==> config.mk <==
export PLATFORM = sky130hd
export DESIGN_NAME = lodsel_lane
export DESIGN_NICKNAME = d
export VERILOG_FILES = /design/src/lodsel_pkg.sv /design/src/lodsel_lane.sv
export SDC_FILE = /design/constraint.sdc
export NUM_CORES = 2
export LEC_CHECK = 0
export ABC_AREA = 0
export BUFFER_PORTS_ARGS = -buffer_cell sky130_fd_sc_hd__buf_2
export CORE_MARGIN = 2
export CORE_UTILIZATION = 60
export CTS_BUF_LIST = sky130_fd_sc_hd__clkbuf_4
export DETAILED_ROUTE_END_ITERATION = 8
export PLACE_DENSITY_LB_ADDON = 0.05
export SLEW_MARGIN = 15
export SYNTH_ARGS = -nofsm -noshare
export SYNTH_HDL_FRONTEND = slang
export SYNTH_SLANG_ARGS = --single-unit
==> constraint.sdc <==
create_clock -name clock -period 7.65 [get_ports clock]
set_input_delay 0.765 -clock clock [delete_from_list [all_inputs] [get_ports clock]]
set_output_delay 0.765 -clock clock [all_outputs]
set_load 0.05 [all_outputs]
==> src/lodsel_pkg.sv <==
// lodsel_pkg: types, register codes and saturating helpers shared by the
// texture LOD request select block. No dependencies.
package lodsel_pkg;

   localparam int unsigned LOD_W     = 5;
   localparam int unsigned KIND_W    = 2;
   localparam int unsigned BOUND_W   = 48;
   localparam int unsigned DENS_W    = 64;
   localparam int unsigned CSR_IDX_W = 3;
   localparam int unsigned CSR_DAT_W = 32;
   localparam int unsigned MAX_LANES = 4;

   localparam logic [BOUND_W-1:0] MAX48   = '1;
   localparam logic [DENS_W-1:0]  ONE_Q16 = 64'h0000_0000_0001_0000;

   typedef enum logic [CSR_IDX_W-1:0] {
      CSR_TEXTURE_PRESENT = 3'd0,
      CSR_LOD_ENABLE      = 3'd1,
      CSR_ORIG_RES        = 3'd2,
      CSR_RADIUS_SCALE    = 3'd3,
      CSR_UV_SCALE_A      = 3'd4,
      CSR_UV_SCALE_B      = 3'd5,
      CSR_UV_SCALE_C      = 3'd6
   } csr_index_type;

   typedef enum logic [KIND_W-1:0] {
      KIND_NONE       = 2'd0,
      KIND_FREE       = 2'd1,
      KIND_INVALIDATE = 2'd2,
      KIND_INTERVAL   = 2'd3
   } bound_kind_type;

   typedef struct packed {
      logic [31:0] screen_size;
      logic [31:0] world_radius;
      logic [31:0] uv_density_a;
      logic [31:0] uv_density_b;
      logic [31:0] uv_density_c;
      logic [1:0]  uv_count;
      logic        want_bounds;
   } lodsel_req_type;

   typedef struct packed {
      logic [LOD_W-1:0]   lod_level;
      logic [KIND_W-1:0]  bound_kind;
      logic [BOUND_W-1:0] bound_low;
      logic [BOUND_W-1:0] bound_high;
   } lodsel_rsp_type;

   // sideband that rides along the divider pipeline
   typedef struct packed {
      logic              active;
      logic              want;
      logic              any;
      logic [31:0]       screen;
      logic [DENS_W-1:0] mind;
   } lodsel_side_type;

   function automatic logic [BOUND_W-1:0] plus_eps(input logic [BOUND_W-1:0] x);
      logic [BOUND_W:0] s;
      s = {1'b0, x} + {14'b0, x[BOUND_W-1:13]};
      return s[BOUND_W] ? MAX48 : s[BOUND_W-1:0];
   endfunction

   function automatic logic [BOUND_W-1:0] minus_eps(input logic [BOUND_W-1:0] x);
      return x - {13'b0, x[BOUND_W-1:13]};
   endfunction

endpackage

==> src/lodsel_lane.sv <==
// lodsel_lane: one density lane, registered 32x32 density product.
// Depends on lodsel_pkg.
module lodsel_lane
   import lodsel_pkg::*;
(
   input  logic              clock,
   input  logic              load,
   input  logic              enable,
   input  logic [31:0]       density,
   input  logic [31:0]       scale,
   output logic [DENS_W-1:0] dens_ff,
   output logic              use_ff
);

   logic [DENS_W-1:0] dens_in;

   assign dens_in = {32'b0, density} * {32'b0, scale};

   always_ff @(posedge clock) begin
      if (load) begin
         dens_ff <= dens_in;
         use_ff  <= enable;
      end
   end

endmodule

Word-level counts from Yosys, hierarchy flattened

Cells that the tools add are included.

Memory bits (read-only): 0
Logic and storage cells: 3
RAM bits: 0
Memories: 0
Bits in registers: 65
Bits in latches: 0
Input bits: 67

Div/mod/pow operators: 0
Equality and inequality tests: 0
Multiply operators: 1
Reduce and logical (&&, ||, !) cells: 0
Add/sub/neg operators: 0
Shifts and indexed selects: 0
Mux-type cells: 0
Magnitude comparators: 0
Bitwise logic cells: 0

Operators with widths:

| kind           | count |
|---|---|
| $mul 32x32->64 | 1 |

Depth between registers and ports, before layout

Depth after elaboration: 1
Depth in mapped cells: 29
Depth with buffers taken out: 27

Worst setup path before layout

No wires, ideal clock.

Path kind: input -> register
From: input density[25]
To: register dens_ff[62] (data pin)
Arrival: 7.377 ns
Data required time: 7.388 ns
Stages on the path: 25
Slack: 0.011 ns
Path buffers: 2
Cell sequence: clkbuf_1 nand2_1 fa_1 inv_1 fa_1 inv_1 fa_1 inv_1 fa_1 fa_1 fa_1 fa_1 inv_1 fa_1 inv_1 ha_1 buf_2 nand4_1 or4_1 or3_1 a31oi_1 a31o_2 a211oi_1 o21ai_1 xor2_1

Word-level cells in the longest chain between the ends: 1

Ends and longest elaborated chain:

| what                  | line              | RTL |
|---|---|---|
| start, declared       | lodsel_lane.sv:9  | `input logic [31:0] density,` |
| $mul 32x32->64        | lodsel_lane.sv:17 | `assign dens_in = {32'b0, density} * {32'b0, scale};` |
| named net dens_in[62] | lodsel_lane.sv:15 | `logic [DENS_W-1:0] dens_in;` |
| end signal, assigned  | lodsel_lane.sv:21 | `dens_ff <= dens_in;` |
| end, declared         | lodsel_lane.sv:11 | `output logic [DENS_W-1:0] dens_ff,` |

The timed path passes the listed nets, and every way through them passes these cells.
A chain may end at the register's enable or synchronous reset.

Worst setup path after layout

From: input density[24]
To: register dens_ff[62] (data pin)

The elaborated chain is that of the path after synthesis.

==> out/results.ini <==
[floorplanning]
dieArea_um2=60800
rows=88
initial_utilization_pct=61.0
ioPinCount=132
core_area_um2=57900
die_w_um=247
die_y_um=247

[synthesis]
yosysSeqAreaShare_pct=5.53
synthesis.area_um2=35300
yosysWarnings=0
yosys.cell_types.count=56
synth_nets=4985
ys.flop_type=edfxtp_1
avgSynthCellArea_um2=9.39
synth_cells=3759
synth_edf_count=65
async_flop_share_pct=0
ys_seq_elements=65

[run]
maxCapViolCount=0

[clocking]
cts-root-buf=clkbuf_4
clk_pin_slew_ps=100
cts_sinks=65
cts_buffers=9
tritoncts=done
htree_levels=3
clk_path_buf_depth=2

[setup_path]
cp.arrival_ps=7740
cp_max_fo=11
endpoint_kind=flip-flop
worstSetupStartpointType=input port
crit_slowest_cell=or4_4
path_class=in -> reg
cpMostUsedCell=fa_1
cp_slowest_stage_delay_ps=610
cp.required_ps=7840
cp_cell_sequence=buf_2 -> and2_1 -> fa_1 -> inv_1 -> fa_1 -> fa_2 -> fa_1 -> inv_1 -> fa_1 -> fa_1 -> fa_1 -> fa_1 -> ha_4 -> nand4_1 -> or4_4 -> or3_4 -> a31oi_4 -> a31o_4 -> a211oi_2 -> o21ai_1 -> xor2_1

[global_route]
grt_pass1_wl_um=160000
grt_pass1_vias=29800
gr-usage-all-layers_pct=34.4
grt_max_degree=66
grt_overflow=0
antenna_found_initial=5

[route]
num_vias=26400
drc=0
routed_via_density=5.54
wl_per_cell_um=20.6
drt-initial-drc-count=1373
antenna_left=0
drt_wl_total_um=98500
drt-pass1-iter-count=5

[placed_design]
place_congestion=0.972
port_buffers=131
post_dp_cell_area_um2=38600
hpwl_um=86700

[layout]
finalInstanceArea_um2=39000
layout-drive-gt1-share_pct=12.8
nFillCells=4729
nNetsFinal=5223
final_cell_mix=fa_1, inv_1, and2_1
post-route-util_pct=67.4
layout_commonest_cell=fa_1
area_growth_pct=10.6

[sta]
finalHoldViolations=0
period_share_pct=98.7
slew_viol_final=0
timing.fmax_mhz=132
final-setup-viol-count=0
worstMarginPinSlew_ps=842
finalCriticalPeriod_ps=7550
max_slew_margin_pct=43.8

[min_path]
hold_class=in -> reg

[outcome]
status=complete, no violations

[timing repair]
action                     4_1_cts  5_1_grt
hold endpoints to repair         0        0
hold buffers                     0        0
gates resized for setup          9       55
buffers inserted                 0        1
setup endpoints to repair        6       18
pin swaps                        1       17
[per-stage QoR]
step / hold WS (ps) / std cells / worst slack, ps / TNS (ps)
floorplan: 864 / 3759 / 11.3 / 0
global placement: 942 / 4750 / -611 / -8370
detailed placement: 944 / 4750 / -668 / -8930
CTS: 468 / 4766 / 3.93 / 0
global route: 453 / 4770 / -17.1 / -29.3
finish: 503 / 4771 / 99.9 / 0
[layer usage]
layer / routed length [µm] / share of wire [%] / GRT usage (%) / vias up
li1: - / - / - / 11400
met1: 36300 / 37 / 42.6 / 13800
met2: 51400 / 52 / 61.0 / 945
met3: 5920 / 6.0 / 4.62 / 280
met4: 4880 / 5.0 / 13.7 / 2
met5: 15 / 0.015 / 0 / -
[final timing paths]
check                  startpoint           to  cells after the start  slack (ps)
worst min-delay path       enable       use_ff                      1         500
worst max-delay path  density[24]  dens_ff[62]                     21         100
[Yosys cell counts, drive strengths merged, types with 2 or more instances]
master   count  area share [%]
a211oi       4           0.085
a21boi       3           0.064
a21o        37            0.79
a21oi       70             1.0
a221o        4            0.11
a221oi       2           0.085
a311oi       3           0.074
a31oi       12            0.23
a41oi        2           0.050
and2       603              11
and3        14            0.25
and3b        2           0.050
and4         4           0.099
buf         11            0.15
clkbuf     216             2.3
edfxtp      65             5.5
fa         896              51
ha         263             9.3
inv        863             9.2
nand2      478             5.1
nand2b       2           0.035
nand3       12            0.17
nand4       24            0.43
nor2        21            0.22
nor3         5           0.071
o2111ai      2           0.050
o211ai       3           0.064
o21a         8            0.17
o21ai       30            0.43
o21bai      10            0.21
o221ai       3           0.074
o2bb2ai      2           0.050
o311a        2           0.057
o31ai        2           0.082
or2          4           0.071
or3          5           0.089
or4          3           0.064
xnor2       33            0.82
xor2        26            0.65
[sequential cells by signal, indices dropped and copies added, names as in the netlist]
signal   flops
dens_ff     64
use_ff       1
[worst max-delay path: cells and delay by family]
kind,cells,cell delay (ps)
AOI/OAI and AO/OA,4,700
xor gates and xnor gates,1,90
adders and majority gates,9,4450
buffers and inverters,3,300
and+or+nand+nor,4,1410
[layout make-up]
cell class                      count  area (µm²)  share of cell area [%]
Antenna cell                        4        10.0                  0.0256
Multi-Input combinational cell   2604       29400                    75.4
Inverter                          863        3240                    8.30
Tap cell                          765         957                    2.45
Timing Repair Buffer              454        3320                    8.51
Clock buffer                       10        75.1                   0.192
Sequential cell                    65        1950                    5.00
Clock inverter                      6        35.0                  0.0898
[cell families after synthesis]
group	after synthesis	share of synthesized area (%)
AO/OA/AOI/OAI	205	3.84
buffers and inverters	1090	11.6
flip-flops	65	5.53
multiplexers	1	0.0284
AND/OR/NAND/NOR	1180	17.4
XOR/XNOR	59	1.46
adder cells (fa/ha/maj)	1159	60.1
Power is not shown: default switching activity piles up to over one toggle a cycle in this logic, so the estimate is an artifact.
