$ cat src/lodsel_pkg.sv
// lodsel_pkg: types, register codes and saturating helpers shared by the
// texture LOD request select block. No dependencies.
package lodsel_pkg;

   localparam int unsigned LOD_W     = 5;
   localparam int unsigned KIND_W    = 2;
   localparam int unsigned BOUND_W   = 48;
   localparam int unsigned DENS_W    = 64;
   localparam int unsigned CSR_IDX_W = 3;
   localparam int unsigned CSR_DAT_W = 32;
   localparam int unsigned MAX_LANES = 4;

   localparam logic [BOUND_W-1:0] MAX48   = '1;
   localparam logic [DENS_W-1:0]  ONE_Q16 = 64'h0000_0000_0001_0000;

   typedef enum logic [CSR_IDX_W-1:0] {
      CSR_TEXTURE_PRESENT = 3'd0,
      CSR_LOD_ENABLE      = 3'd1,
      CSR_ORIG_RES        = 3'd2,
      CSR_RADIUS_SCALE    = 3'd3,
      CSR_UV_SCALE_A      = 3'd4,
      CSR_UV_SCALE_B      = 3'd5,
      CSR_UV_SCALE_C      = 3'd6
   } csr_index_type;

   typedef enum logic [KIND_W-1:0] {
      KIND_NONE       = 2'd0,
      KIND_FREE       = 2'd1,
      KIND_INVALIDATE = 2'd2,
      KIND_INTERVAL   = 2'd3
   } bound_kind_type;

   typedef struct packed {
      logic [31:0] screen_size;
      logic [31:0] world_radius;
      logic [31:0] uv_density_a;
      logic [31:0] uv_density_b;
      logic [31:0] uv_density_c;
      logic [1:0]  uv_count;
      logic        want_bounds;
   } lodsel_req_type;

   typedef struct packed {
      logic [LOD_W-1:0]   lod_level;
      logic [KIND_W-1:0]  bound_kind;
      logic [BOUND_W-1:0] bound_low;
      logic [BOUND_W-1:0] bound_high;
   } lodsel_rsp_type;

   // sideband that rides along the divider pipeline
   typedef struct packed {
      logic              active;
      logic              want;
      logic              any;
      logic [31:0]       screen;
      logic [DENS_W-1:0] mind;
   } lodsel_side_type;

   function automatic logic [BOUND_W-1:0] plus_eps(input logic [BOUND_W-1:0] x);
      logic [BOUND_W:0] s;
      s = {1'b0, x} + {14'b0, x[BOUND_W-1:13]};
      return s[BOUND_W] ? MAX48 : s[BOUND_W-1:0];
   endfunction

   function automatic logic [BOUND_W-1:0] minus_eps(input logic [BOUND_W-1:0] x);
      return x - {13'b0, x[BOUND_W-1:13]};
   endfunction

endpackage

$ cat src/lodsel_merge.sv
// lodsel_merge: combines the lanes, finds the smallest positive density.
// Depends on lodsel_pkg.
module lodsel_merge
   import lodsel_pkg::*;
#(
   parameter int NLANES = 4
) (
   input  logic              clock,
   input  logic [DENS_W-1:0] dens [NLANES],
   input  logic              lane_use [NLANES],
   output logic              any_ff,
   output logic [DENS_W-1:0] mind_ff
);

   logic              any_in;
   logic [DENS_W-1:0] mind_in;

   always_comb begin
      any_in  = 1'b0;
      mind_in = '1;
      for (int j = 0; j < NLANES; j++) begin
         if (lane_use[j] && (dens[j] != '0)) begin
            any_in = 1'b1;
            if (dens[j] < mind_in) begin
               mind_in = dens[j];
            end
         end
      end
   end

   always_ff @(posedge clock) begin
      any_ff  <= any_in;
      mind_ff <= mind_in;
   end

endmodule

$ cat config.mk
export PLATFORM = sky130hd
export DESIGN_NAME = lodsel_merge
export DESIGN_NICKNAME = d
export VERILOG_FILES = /design/src/lodsel_pkg.sv /design/src/lodsel_merge.sv
export SDC_FILE = /design/constraint.sdc
export NUM_CORES = 1
export LEC_CHECK = 0
export BUFFER_PORTS_ARGS = -buffer_cell sky130_fd_sc_hd__buf_4
export CAP_MARGIN = 20
export CORE_MARGIN = 10
export CORE_UTILIZATION = 50
export CTS_CLUSTER_SIZE = 12
export DETAILED_ROUTE_END_ITERATION = 7
export PLACE_DENSITY_LB_ADDON = 0.3
export SLEW_MARGIN = 30
export SYNTH_ARGS = -nofsm -noshare
export SYNTH_HDL_FRONTEND = slang
export SYNTH_SLANG_ARGS = --single-unit
$ cat constraint.sdc
create_clock -name clock -period 12.4 [get_ports clock]
set_input_delay 2.48 -clock clock [delete_from_list [all_inputs] [get_ports clock]]
set_output_delay 2.48 -clock clock [all_outputs]
set_load 0.03 [all_outputs]
### Word-level counts from Yosys, hierarchy flattened

Index checks and enable logic that the tools add are counted.

| word-level totals | value |
|---|---|
| register bits | 65 |
| input port bits | 261 |
| output and inout port bits | 65 |
| word-level logic and storage cells | 24 |

| cells by class | value |
|---|---|
| magnitude comparators | 4 |
| mux-type cells | 9 |
| reductions and logical operators | 9 |

Operator list:

| kind | number |
|---|---|
| $mux 64 | 8 |
| $reduce_bool 64->1 | 4 |
| $lt 64x64->1 | 3 |
| $lt 64x64->1 const B | 1 |
| $logic_and 1x1->1 | 4 |
| $reduce_or 3->1 | 1 |
| $mux 1 | 1 |

### Longest topological paths before layout

Gate-level depths: netlist of run 1.

| logic depth | value |
|---|---|
| word-level depth | 12 |
| mapped depth | 48 |
| mapped depth without buffers | 39 |

### Worst setup path before layout of run 1

Ideal clock, no wire load.

| timing path | value |
|---|---|
| path type | input to register |
| from | input dens[201] (netlist bit) |
| to | register mind_ff[3] |
| data arrival time | 11337 ps |
| slack | 938 ps |
| cell stages on the path | 44 |
| path buffers | 9 |
| cell sequence | nor4_1 > nand4_1 > o41ai_4 > nand2b_1 > clkbuf_1 > clkbuf_1 > nor2_1 > ha_1 > nand4_1 > nor4_1 > nand3_1 > a2111oi_0 > nor3b_1 > buf_6 > clkbuf_1 > clkbuf_1 > o31ai_1 > ha_1 > [8 not listed] > and2_1 > buf_2 > clkbuf_1 > a21oi_1 > ha_1 > a21o_1 > a21o_1 > a21o_1 > a21o_1 > a21o_1 > a21o_1 > a211o_1 > nand4b_1 > o21ai_1 > o2111ai_1 > buf_6 > buf_12 > mux2i_1 |

| on the way | value |
|---|---|
| cells in the longest elaborated chain, start to end | 12 |
| elaborated cells on any way between the ends | 14 |
| classes of those cells | order compare: 4; mux: 8; reduce/logical: 2 |

RTL lines:

| item | RTL line | text |
|---|---|---|
| start: declaration | lodsel_merge.sv:9 | `input logic [DENS_W-1:0] dens [NLANES],` |
| $lt 64x64->1 or $reduce_bool 64->1 (tied branches) | lodsel_merge.sv:24, lodsel_merge.sv:22 |  |
| $mux 64 or $logic_and 1x1->1 (tied branches) | lodsel_merge.sv:24, lodsel_merge.sv:22 |  |
| $mux 64 (*) | lodsel_merge.sv:22 | `if (lane_use[j] && (dens[j] != '0)) begin` |
| $lt 64x64->1 | lodsel_merge.sv:24 | `if (dens[j] < mind_in) begin` |
| $mux 64 | lodsel_merge.sv:24 |  |
| $mux 64 (*) | lodsel_merge.sv:22 |  |
| $lt 64x64->1 | lodsel_merge.sv:24 |  |
| $mux 64 | lodsel_merge.sv:24 |  |
| $mux 64 (*) | lodsel_merge.sv:22 |  |
| $lt 64x64->1 | lodsel_merge.sv:24 |  |
| $mux 64 | lodsel_merge.sv:24 |  |
| $mux 64 (*) | lodsel_merge.sv:22 |  |
| named net mind_in[3] | lodsel_merge.sv:16 | `logic [DENS_W-1:0] mind_in;` |
| end signal: assignment | lodsel_merge.sv:33 | `mind_ff <= mind_in;` |
| end: declaration | lodsel_merge.sv:12 | `output logic [DENS_W-1:0] mind_ff` |

The timed path passes the listed nets; every way through them passes the cells marked *.
A chain may end at the register's enable or synchronous reset.

### Final worst setup path of run 1

| timing path | value |
|---|---|
| from | input dens[197] (netlist bit) |
| to | register mind_ff[24] |

Same word-level chain as after synthesis.

==> flow_metrics.env, run 1 <==
export IMPL_synth_flop_cell="dfxtp_1"
export IMPL_routabilityCongestion=1.01
export IMPL_yosysUniqueCellTypes=56
export IMPL_power_switching_uw=494
export IMPL_cts_made_buffers=9
export IMPL_synth_cells=1172
export IMPL_max_stage_delay_ns=0.44
export IMPL_cts_tree="yes"
export IMPL_clockRootBuffer="clkbuf_16"
export IMPL_vdd_ir_drop_max_v=0.000104
export IMPL_die_width_um=154
export IMPL_yosysMostFrequentCell="ha_1"
export IMPL_netlist_area_um2=9030
export IMPL_synth_edf_count=0
export IMPL_setup_viol=0
export IMPL_core_um2=17800
export IMPL_yosysWarnings=0
export IMPL_tightest_slew_ns=0.796
export IMPL_dieHeight_um=154
export IMPL_required_ns=12.61
export IMPL_final_cells=1704
export IMPL_grt_overflow_total=0
export IMPL_grt_max_degree=78
export IMPL_drtIter0Drc=1127
export IMPL_fin_ws_ns=0.370
export IMPL_grt_pass1_vias=10600
export IMPL_synth_area_leaders="ha_1 (26%), dfxtp_1 (14%), mux2i_1 (7.3%)"
export IMPL_start_util_pct=50.6
export IMPL_p_comb_share_pct=55.7
export IMPL_post_cts_setup_buffer_count=0
export IMPL_dpl_cell_area_um2=11700
export IMPL_die_area_um2=23800
export IMPL_rows=49
export IMPL_period_share_pct=97.0
export IMPL_place_inst=1687
export IMPL_cts_buffer_depth=2
export IMPL_swShare_pct=42.4
export IMPL_synth_top_cell_area_share_pct=25.8
export IMPL_start_kind="primary input"
export IMPL_io_pins=326
export IMPL_via_count=10600
export IMPL_grt_usage_pct=30.3
export IMPL_antenna_found_initial=1
export IMPL_drv_slew=0
export IMPL_ys_seq_area_share_pct=14.4
export IMPL_hold_violations=0
export IMPL_maxCapViolCount=0
export IMPL_status="completed"
export IMPL_holdWs_ns=2.40
export IMPL_tns_ns=0
export IMPL_synth_commonest_cells="ha_1 (186), nor2_1 (140), a21oi_1 (102)"
export IMPL_yosysTopAreaCell="ha_1"
export IMPL_postCtsHoldBufs=0
export IMPL_fin_nets=1917
export IMPL_cp_end_kind="register"
export IMPL_avgSynthCellArea_um2=7.70
export IMPL_antenna_left=0
export IMPL_area_growth_pct=33.0
export IMPL_drive_above_1_share_pct=25.5
export IMPL_routed_wl_um=38700
export IMPL_htreeDepth=3
export IMPL_crit_type="in -> reg"
export IMPL_synth_nets=1619
export IMPL_p_int_uw=673
export IMPL_routedWlPerCell_um=22.7
export IMPL_synth_seq_cells=65
export IMPL_max_freq_mhz=83.1
export IMPL_crit_fanout=47
export IMPL_p_leak_uw=0.00608
export IMPL_pwr_density_cell_nw_per_um2=97.2
export IMPL_clockPowerShare_pct=21.5
export IMPL_cts_resized=0
export IMPL_critPathArrivalTime_ns=12.24
export IMPL_grt_pass1_wl_um=58200
export IMPL_hpwl_um=33500
export IMPL_port_buffers=325
export IMPL_cts_sinks=65
export IMPL_cpMaxStageDelayCell="nor4_1"
export IMPL_seqPwrFrac_pct=22.8
export IMPL_synthArstFlopShare_pct=0
export IMPL_cp_common_cell="a21o_1"
export IMPL_firstDrtPassIters=6
export IMPL_via_per_inst=6.23
export IMPL_drc=0
export IMPL_rsz0062_at_grt="no"
export IMPL_fin_crit_ns=12.03
export IMPL_preCtsSetupSlack_ns=0.0980
export IMPL_final_area_um2=12000
export IMPL_relSlewSlack_pct=46.3
export IMPL_hold_path_class="in -> reg"
export IMPL_cts_clk_slew_worst_paths_ns=0.06
stage by stage:
step / power (uW) / util (%)
6_report: 1170 / 67.3
5_1_grt: 1230 / 67.3
4_1_cts: 1160 / 67.0
3_5_place_dp: 905 / 65.4
3_3_place_gp: 893 / 65.4
2_1_floorplan: 651 / -
critical path: cells and delay by family:
family / cells / cell delay [ns]
multiplexers: 1 / 0.17
AO/OA/AOI/OAI: 22 / 4.64
adder cells (fa/ha/maj): 3 / 0.95
AND/OR/NAND/NOR: 11 / 2.76
buffers and inverters: 6 / 1.16
final timing paths:
check | start | endpoint | slack [ns] | cells past startpoint
max | dens[197] | mind_ff[24] | 0.37 | 43
min | lane_use[1] | any_ff | 2.40 | 3
layout make-up:
type / count / area (um2)
repair buffers: 342 / 2660
flip-flops and latches: 65 / 1300
fillers: 1538 / 5840
inverters: 76 / 285
multi-input cells: 976 / 7190
clock inverters: 6 / 60.1
clock buffers: 9 / 225
diodes: 1 / 2.50
well taps: 229 / 287
routing by layer:
metal | share of wire [%] | GRT usage (%) | vias up
met5 | 0 | 0 | -
met4 | 3.5 | 10.8 | 0
met3 | 9.5 | 6.77 | 87
met2 | 44 | 48.1 | 595
met1 | 43 | 39.2 | 4836
li1 | - | - | 5105
cells by family (layout without fill, tap and decap cells):
kind of cell	after synthesis	count (layout)	synth area share (%)
flops	65	65	14.4
fa+ha+maj	187	187	25.9
xor+xnor	1	1	0.0970
mux	66	66	7.32
simple gates	368	369	21.0
buf+inv	132	433	6.89
compound gates	353	353	24.4
other cells	0	1	0
registers in the layout (all words and copies together), names as in the netlist:
signal / count
any_ff: 1
mind_ff: 64
power groups by stage:
stage               combinational (uW)  clock (uW)  sequential [uW]
global placement                   623           0              270
detailed placement                 634           0              271
global route                       704         260              269
finish                             650         251              266
floorplan                          295           0              356
CTS                                638         253              266
layout by cell type, fill, tap and decap left out, types with 11 or more instances in the layout:
cell	n
o31ai_1	60
a21oi_1	102
inv_1	76
nor4_1	73
o21ai_0	99
nor2_1	140
nor3_1	11
dfxtp_1	65
a21o_1	39
nor2b_1	17
mux2i_1	66
nand4_1	73
nand2_1	21
ha_1	186
buf_4	335
Note: power is estimated with default switching activity, not from simulation.
==> run 2, diff against run 1 <==
--- a/config.mk
+++ b/config.mk
@@ -8,10 +8,11 @@
 export BUFFER_PORTS_ARGS = -buffer_cell sky130_fd_sc_hd__buf_4
 export CAP_MARGIN = 20
 export CORE_MARGIN = 10
-export CORE_UTILIZATION = 50
+export CORE_UTILIZATION = 27
 export CTS_CLUSTER_SIZE = 12
 export DETAILED_ROUTE_END_ITERATION = 7
 export PLACE_DENSITY_LB_ADDON = 0.3
+export SKIP_CTS_REPAIR_TIMING = 1
 export SLEW_MARGIN = 30
 export SYNTH_ARGS = -nofsm -noshare
 export SYNTH_HDL_FRONTEND = slang
==> run 2 against run 1 <==
Effect of this change: setup slack improved by 0.22 ns; worst hold slack worse by 0.0017 ns; total power grew 5.0%; critical path depth increased by 2; critical path type unchanged; highest routed layer is now met5.
==> flow_metrics.env, run 2 (synthesis results as in run 1) <==
export IMPL_routabilityCongestion=0.976
export IMPL_pwr_density_cell_nw_per_um2=97.9
export IMPL_htreeDepth=3
export IMPL_drtIter0Drc=725
export IMPL_fin_nets=1941
export IMPL_via_count=10500
export IMPL_port_buffers=325
export IMPL_worstSetupPathDepth=45
export IMPL_hpwl_um=39300
export IMPL_biggestRegsByFlops="mind_ff (64), any_ff (1)"
export IMPL_grt_pass1_vias=10400
export IMPL_rows=66
export IMPL_relSlewSlack_pct=44.8
export IMPL_grt_pass1_wl_um=65000
export IMPL_period_share_pct=95.2
export IMPL_crit_end="mind_ff[16]"
export IMPL_preCtsSetupSlack_ns=-0.272
export IMPL_io_pins=326
export IMPL_cts_tree="yes"
export IMPL_hold_path_class="in -> reg"
export IMPL_cts_clk_slew_worst_paths_ns=0.06
export IMPL_die_width_um=203
export IMPL_place_inst=1925
export IMPL_dieHeight_um=203
export IMPL_grt_overflow_total=0
export IMPL_fin_ws_ns=0.595
export IMPL_required_ns=12.63
export IMPL_crit_fanout=48
export IMPL_clockRootBuffer="clkbuf_16"
export IMPL_area_growth_pct=38.6
export IMPL_maxCapViolCount=0
export IMPL_max_stage_delay_ns=0.52
export IMPL_crit_start="dens[197]"
export IMPL_drive_above_1_share_pct=27.0
export IMPL_fin_crit_ns=11.80
export IMPL_cpMaxStageDelayCell="o31ai_1"
export IMPL_cp_top_family="compound AO/OA/AOI/OAI gates"
export IMPL_drc=0
export IMPL_cts_buffer_depth=2
export IMPL_drv_slew=0
export IMPL_tightest_slew_ns=0.817
export IMPL_antenna_found_initial=1
export IMPL_critPathArrivalTime_ns=12.03
export IMPL_timing_critical_path_buf_inv=7
export IMPL_start_kind="primary input"
export IMPL_final_cells=1941
export IMPL_die_area_um2=41200
export IMPL_grt_usage_pct=20.5
export IMPL_start_util_pct=27.5
export IMPL_max_freq_mhz=84.7
export IMPL_firstDrtPassIters=6
export IMPL_cp_end_kind="register"
export IMPL_final_cell_mix="buf_4 (358), ha_1 (186), nor2_1 (140), a21oi_1 (102), o21ai_0 (100)"
export IMPL_fill_cells=3458
export IMPL_final_common_cell="buf_4"
export IMPL_grt_max_degree=70
export IMPL_hold_violations=0
export IMPL_setup_viol=0
export IMPL_cp_common_cell="a21o_1"
export IMPL_largest_register_ffs=64
export IMPL_status="completed"
export IMPL_crit_type="in -> reg"
export IMPL_core_um2=32800
export IMPL_tns_ns=0
export IMPL_vdd_ir_drop_max_v=0.0000575
export IMPL_via_per_inst=5.41
export IMPL_top_register="mind_ff"
export IMPL_p_leak_uw=0.00621
export IMPL_cts_sinks=65
export IMPL_antenna_cells=0
export IMPL_routedWlPerCell_um=22.7
export IMPL_cts_made_buffers=9
export IMPL_routed_wl_um=44100
export IMPL_antenna_left=0
[run 2: cell types whose count changed in the layout (fill, tap and decap cells not counted), sizes merged]
cell	previous run	this run
buf	342	367
bufinv	1	2
clkinv	3	4
clkinvlp	2	1
diode	1	0
nand3	6	5
[run 2: final cells by class]
cell class / count / area, um2 / share of cell area (%)
Multi-Input combinational cell: 975 / 7200 / 57.6
Inverter: 76 / 285 / 2.28
Clock buffer: 9 / 225 / 1.80
Timing Repair Buffer: 367 / 2850 / 22.8
Clock inverter: 7 / 95.1 / 0.760
Sequential cell: 65 / 1300 / 10.4
Tap cell: 442 / 553 / 4.42
[run 2: routing by layer]
layer / part of all wire [%] / wire [um] / vias to the layer above / GRT usage, %
li1: - / - / 5153 / -
met1: 48 / 21000 / 4842 / 28.6
met2: 43 / 18900 / 462 / 31.4
met3: 8.1 / 3590 / 38 / 4.82
met4: 1.4 / 605 / 2 / 3.70
met5: 0.027 / 12 / - / 0
[run 2: metrics by stage]
step                total power (uW)  utilization (%)  area [um2]  hold slack [ns]
finish                          1230             38.2       12500             2.40
global route                    1310             38.2       12500             2.39
CTS                             1230             38.0       12400             2.38
detailed placement               941             37.0       12100             2.75
global placement                 934             37.0       12100             2.75
floorplan                        651                -        9030             2.61
[run 2: worst min-delay path by stage]
stage / startpoint / to / slack, ns / cells past startpoint
2_1_floorplan: dens[10] / mind_ff[10] / 2.61 / 2
6_report: dens[31] / mind_ff[31] / 2.40 / 3
4_1_cts: dens[45] / mind_ff[45] / 2.38 / 3
5_1_grt: dens[31] / mind_ff[31] / 2.39 / 3
3_5_place_dp: dens[1] / mind_ff[1] / 2.75 / 3
3_3_place_gp: dens[1] / mind_ff[1] / 2.75 / 3
[run 2: power by group]
group          internal [uW]  switching (uW)
registers                253            14.5
logic                    282             393
clock network            176             107
[run 2: tightest hold or removal path, delay by kind of cell]
family   cells  cell delay (ns)
buf+inv      2             0.16
mux          1             0.05
==> run 3, diff against run 2 <==
--- a/config.mk
+++ b/config.mk
@@ -7,7 +7,6 @@
 export LEC_CHECK = 0
 export BUFFER_PORTS_ARGS = -buffer_cell sky130_fd_sc_hd__buf_4
 export CAP_MARGIN = 20
-export CORE_MARGIN = 10
 export CORE_UTILIZATION = 27
 export CTS_CLUSTER_SIZE = 12
 export DETAILED_ROUTE_END_ITERATION = 7
==> run 3 against run 2 <==
Effect of this change: sequential power barely moved; setup slack got worse by 0.12 ns; cell area fell by 0.66%; clock power fell by 7.1%; final cell count fell by 0.72%; core utilization fell by 0.16 points; first-iteration DRC count rose by 22%; critical endpoint is now mind_ff[55].
==> flow_metrics.env, run 3 (synthesis results as in run 1) <==
export IMPL_final_cell_mix="buf_4 (344), ha_1 (186), nor2_1 (140), a21oi_1 (101), o21ai_0 (99)"
export IMPL_drtIter0Drc=888
export IMPL_die_area_um2=34200
export IMPL_swShare_pct=42.0
export IMPL_power_switching_uw=499
export IMPL_p_int_uw=688
export IMPL_io_pins=326
export IMPL_routabilityCongestion=0.970
export IMPL_die_width_um=185
export IMPL_total_power_uw=1190
export IMPL_cp_common_cell="a21o_1"
export IMPL_firstDrtPassIters=6
export IMPL_fill_cells=3486
export IMPL_hpwl_um=35600
export IMPL_wl_met3_um=2450
export IMPL_grt_pass1_wl_um=58900
export IMPL_p_leak_uw=0.00617
export IMPL_hold_violations=0
export IMPL_antenna_left=0
export IMPL_biggestRegsByFlops="mind_ff (64), any_ff (1)"
export IMPL_multi_input_area_um2=7250
export IMPL_cts_sinks=65
export IMPL_dpl_cell_area_um2=12000
export IMPL_final_common_cell="buf_4"
export IMPL_cts_clk_slew_worst_paths_ns=0.07
export IMPL_setup_viol=0
export IMPL_clockPowerShare_pct=22.1
export IMPL_seq_area_um2=1300
export IMPL_vdd_ir_drop_max_v=0.0000649
export IMPL_crit_fanout=48
export IMPL_rows=66
export IMPL_period_share_pct=96.2
export IMPL_holdWs_ns=2.39
export IMPL_p_comb_share_pct=55.2
export IMPL_drc=0
export IMPL_routed_wl_um=40600
export IMPL_routedWlPerCell_um=21.0
export IMPL_max_stage_delay_ns=0.46
export IMPL_maxCapViolCount=0
export IMPL_antenna_cells=0
export IMPL_pwr_density_cell_nw_per_um2=95.5
export IMPL_max_freq_mhz=83.9
export IMPL_final_cells=1927
export IMPL_via_count=10500
export IMPL_wirelength_met1_um=20000
export IMPL_largest_register_ffs=64
export IMPL_required_ns=12.60
export IMPL_area_growth_pct=37.7
export IMPL_critPathArrivalTime_ns=12.12
export IMPL_final_area_um2=12400
export IMPL_cts_made_buffers=9
export IMPL_htreeDepth=3
export IMPL_cpMaxStageDelayCell="o31ai_1"
export IMPL_top_register="mind_ff"
export IMPL_seqPwrFrac_pct=22.6
export IMPL_dieHeight_um=185
export IMPL_place_inst=1910
export IMPL_crit_type="in -> reg"
export IMPL_fin_ws_ns=0.475
export IMPL_port_buffers=325
export IMPL_tightest_slew_ns=0.848
export IMPL_routed_top_layer="met4"
export IMPL_cp_end_kind="register"
export IMPL_status="completed"
export IMPL_antenna_found_initial=0
export IMPL_clockRootBuffer="clkbuf_16"
export IMPL_grt_overflow_total=0
export IMPL_grt_pass1_vias=9820
export IMPL_fin_nets=1928
export IMPL_grt_max_degree=67
export IMPL_core_um2=32700
export IMPL_cts_tree="yes"
export IMPL_drive_above_1_share_pct=26.3
export IMPL_preCtsSetupSlack_ns=-0.618
export IMPL_wl_met2_um=17400
export IMPL_start_kind="primary input"
export IMPL_fin_crit_ns=11.92
export IMPL_via_per_inst=5.43
export IMPL_cts_buffer_depth=2
export IMPL_grt_usage_pct=23.0
export IMPL_drv_slew=0
export IMPL_start_util_pct=27.6
export IMPL_hold_path_class="in -> reg"
export IMPL_relSlewSlack_pct=42.8
-- run 3: cell type report --
type | count | share of cell area [%]
inverters | 76 | 2.29
well taps | 442 | 4.45
clock buffers | 12 | 2.06
clock inverters | 3 | 0.322
repair buffers | 353 | 22.1
multi-input cells | 976 | 58.3
flip-flops and latches | 65 | 10.5
-- run 3: metal layers --
metal | global-route usage (%) | vias up
li1 | - | 5126
met1 | 33.7 | 4838
met2 | 35.7 | 450
met3 | 2.50 | 41
met4 | 5.45 | 0
met5 | 0 | -
-- run 3: stage by stage --
step	TNS [ns]	utilization [%]
6_report	0	38.0
5_1_grt	-0.0405	38.0
2_1_floorplan	0	-
3_5_place_dp	-38.31	36.7
3_3_place_gp	-36.00	36.7
4_1_cts	-15.89	37.6
-- run 3: final timing paths --
kind                          end         from  cells past startpoint  slack, ns
worst max-delay path  mind_ff[55]    dens[197]                     42       0.48
worst min-delay path       any_ff  lane_use[1]                      3       2.39
-- run 3: critical path, delay by kind of cell --
family / cells / cell delay (ns)
AOI/OAI and AO/OA: 21 / 4.56
and+or+nand+nor: 12 / 2.99
adders and majority gates: 3 / 0.97
buffers and inverters: 5 / 0.89
muxes: 1 / 0.16
-- run 3: power by group through the flow --
stage	clock, uW	sequential, uW	combinational (uW)
2_1_floorplan	0	356	295
3_3_place_gp	0	275	634
3_5_place_dp	0	273	644
4_1_cts	269	269	647
5_1_grt	276	272	716
6_report	263	268	655
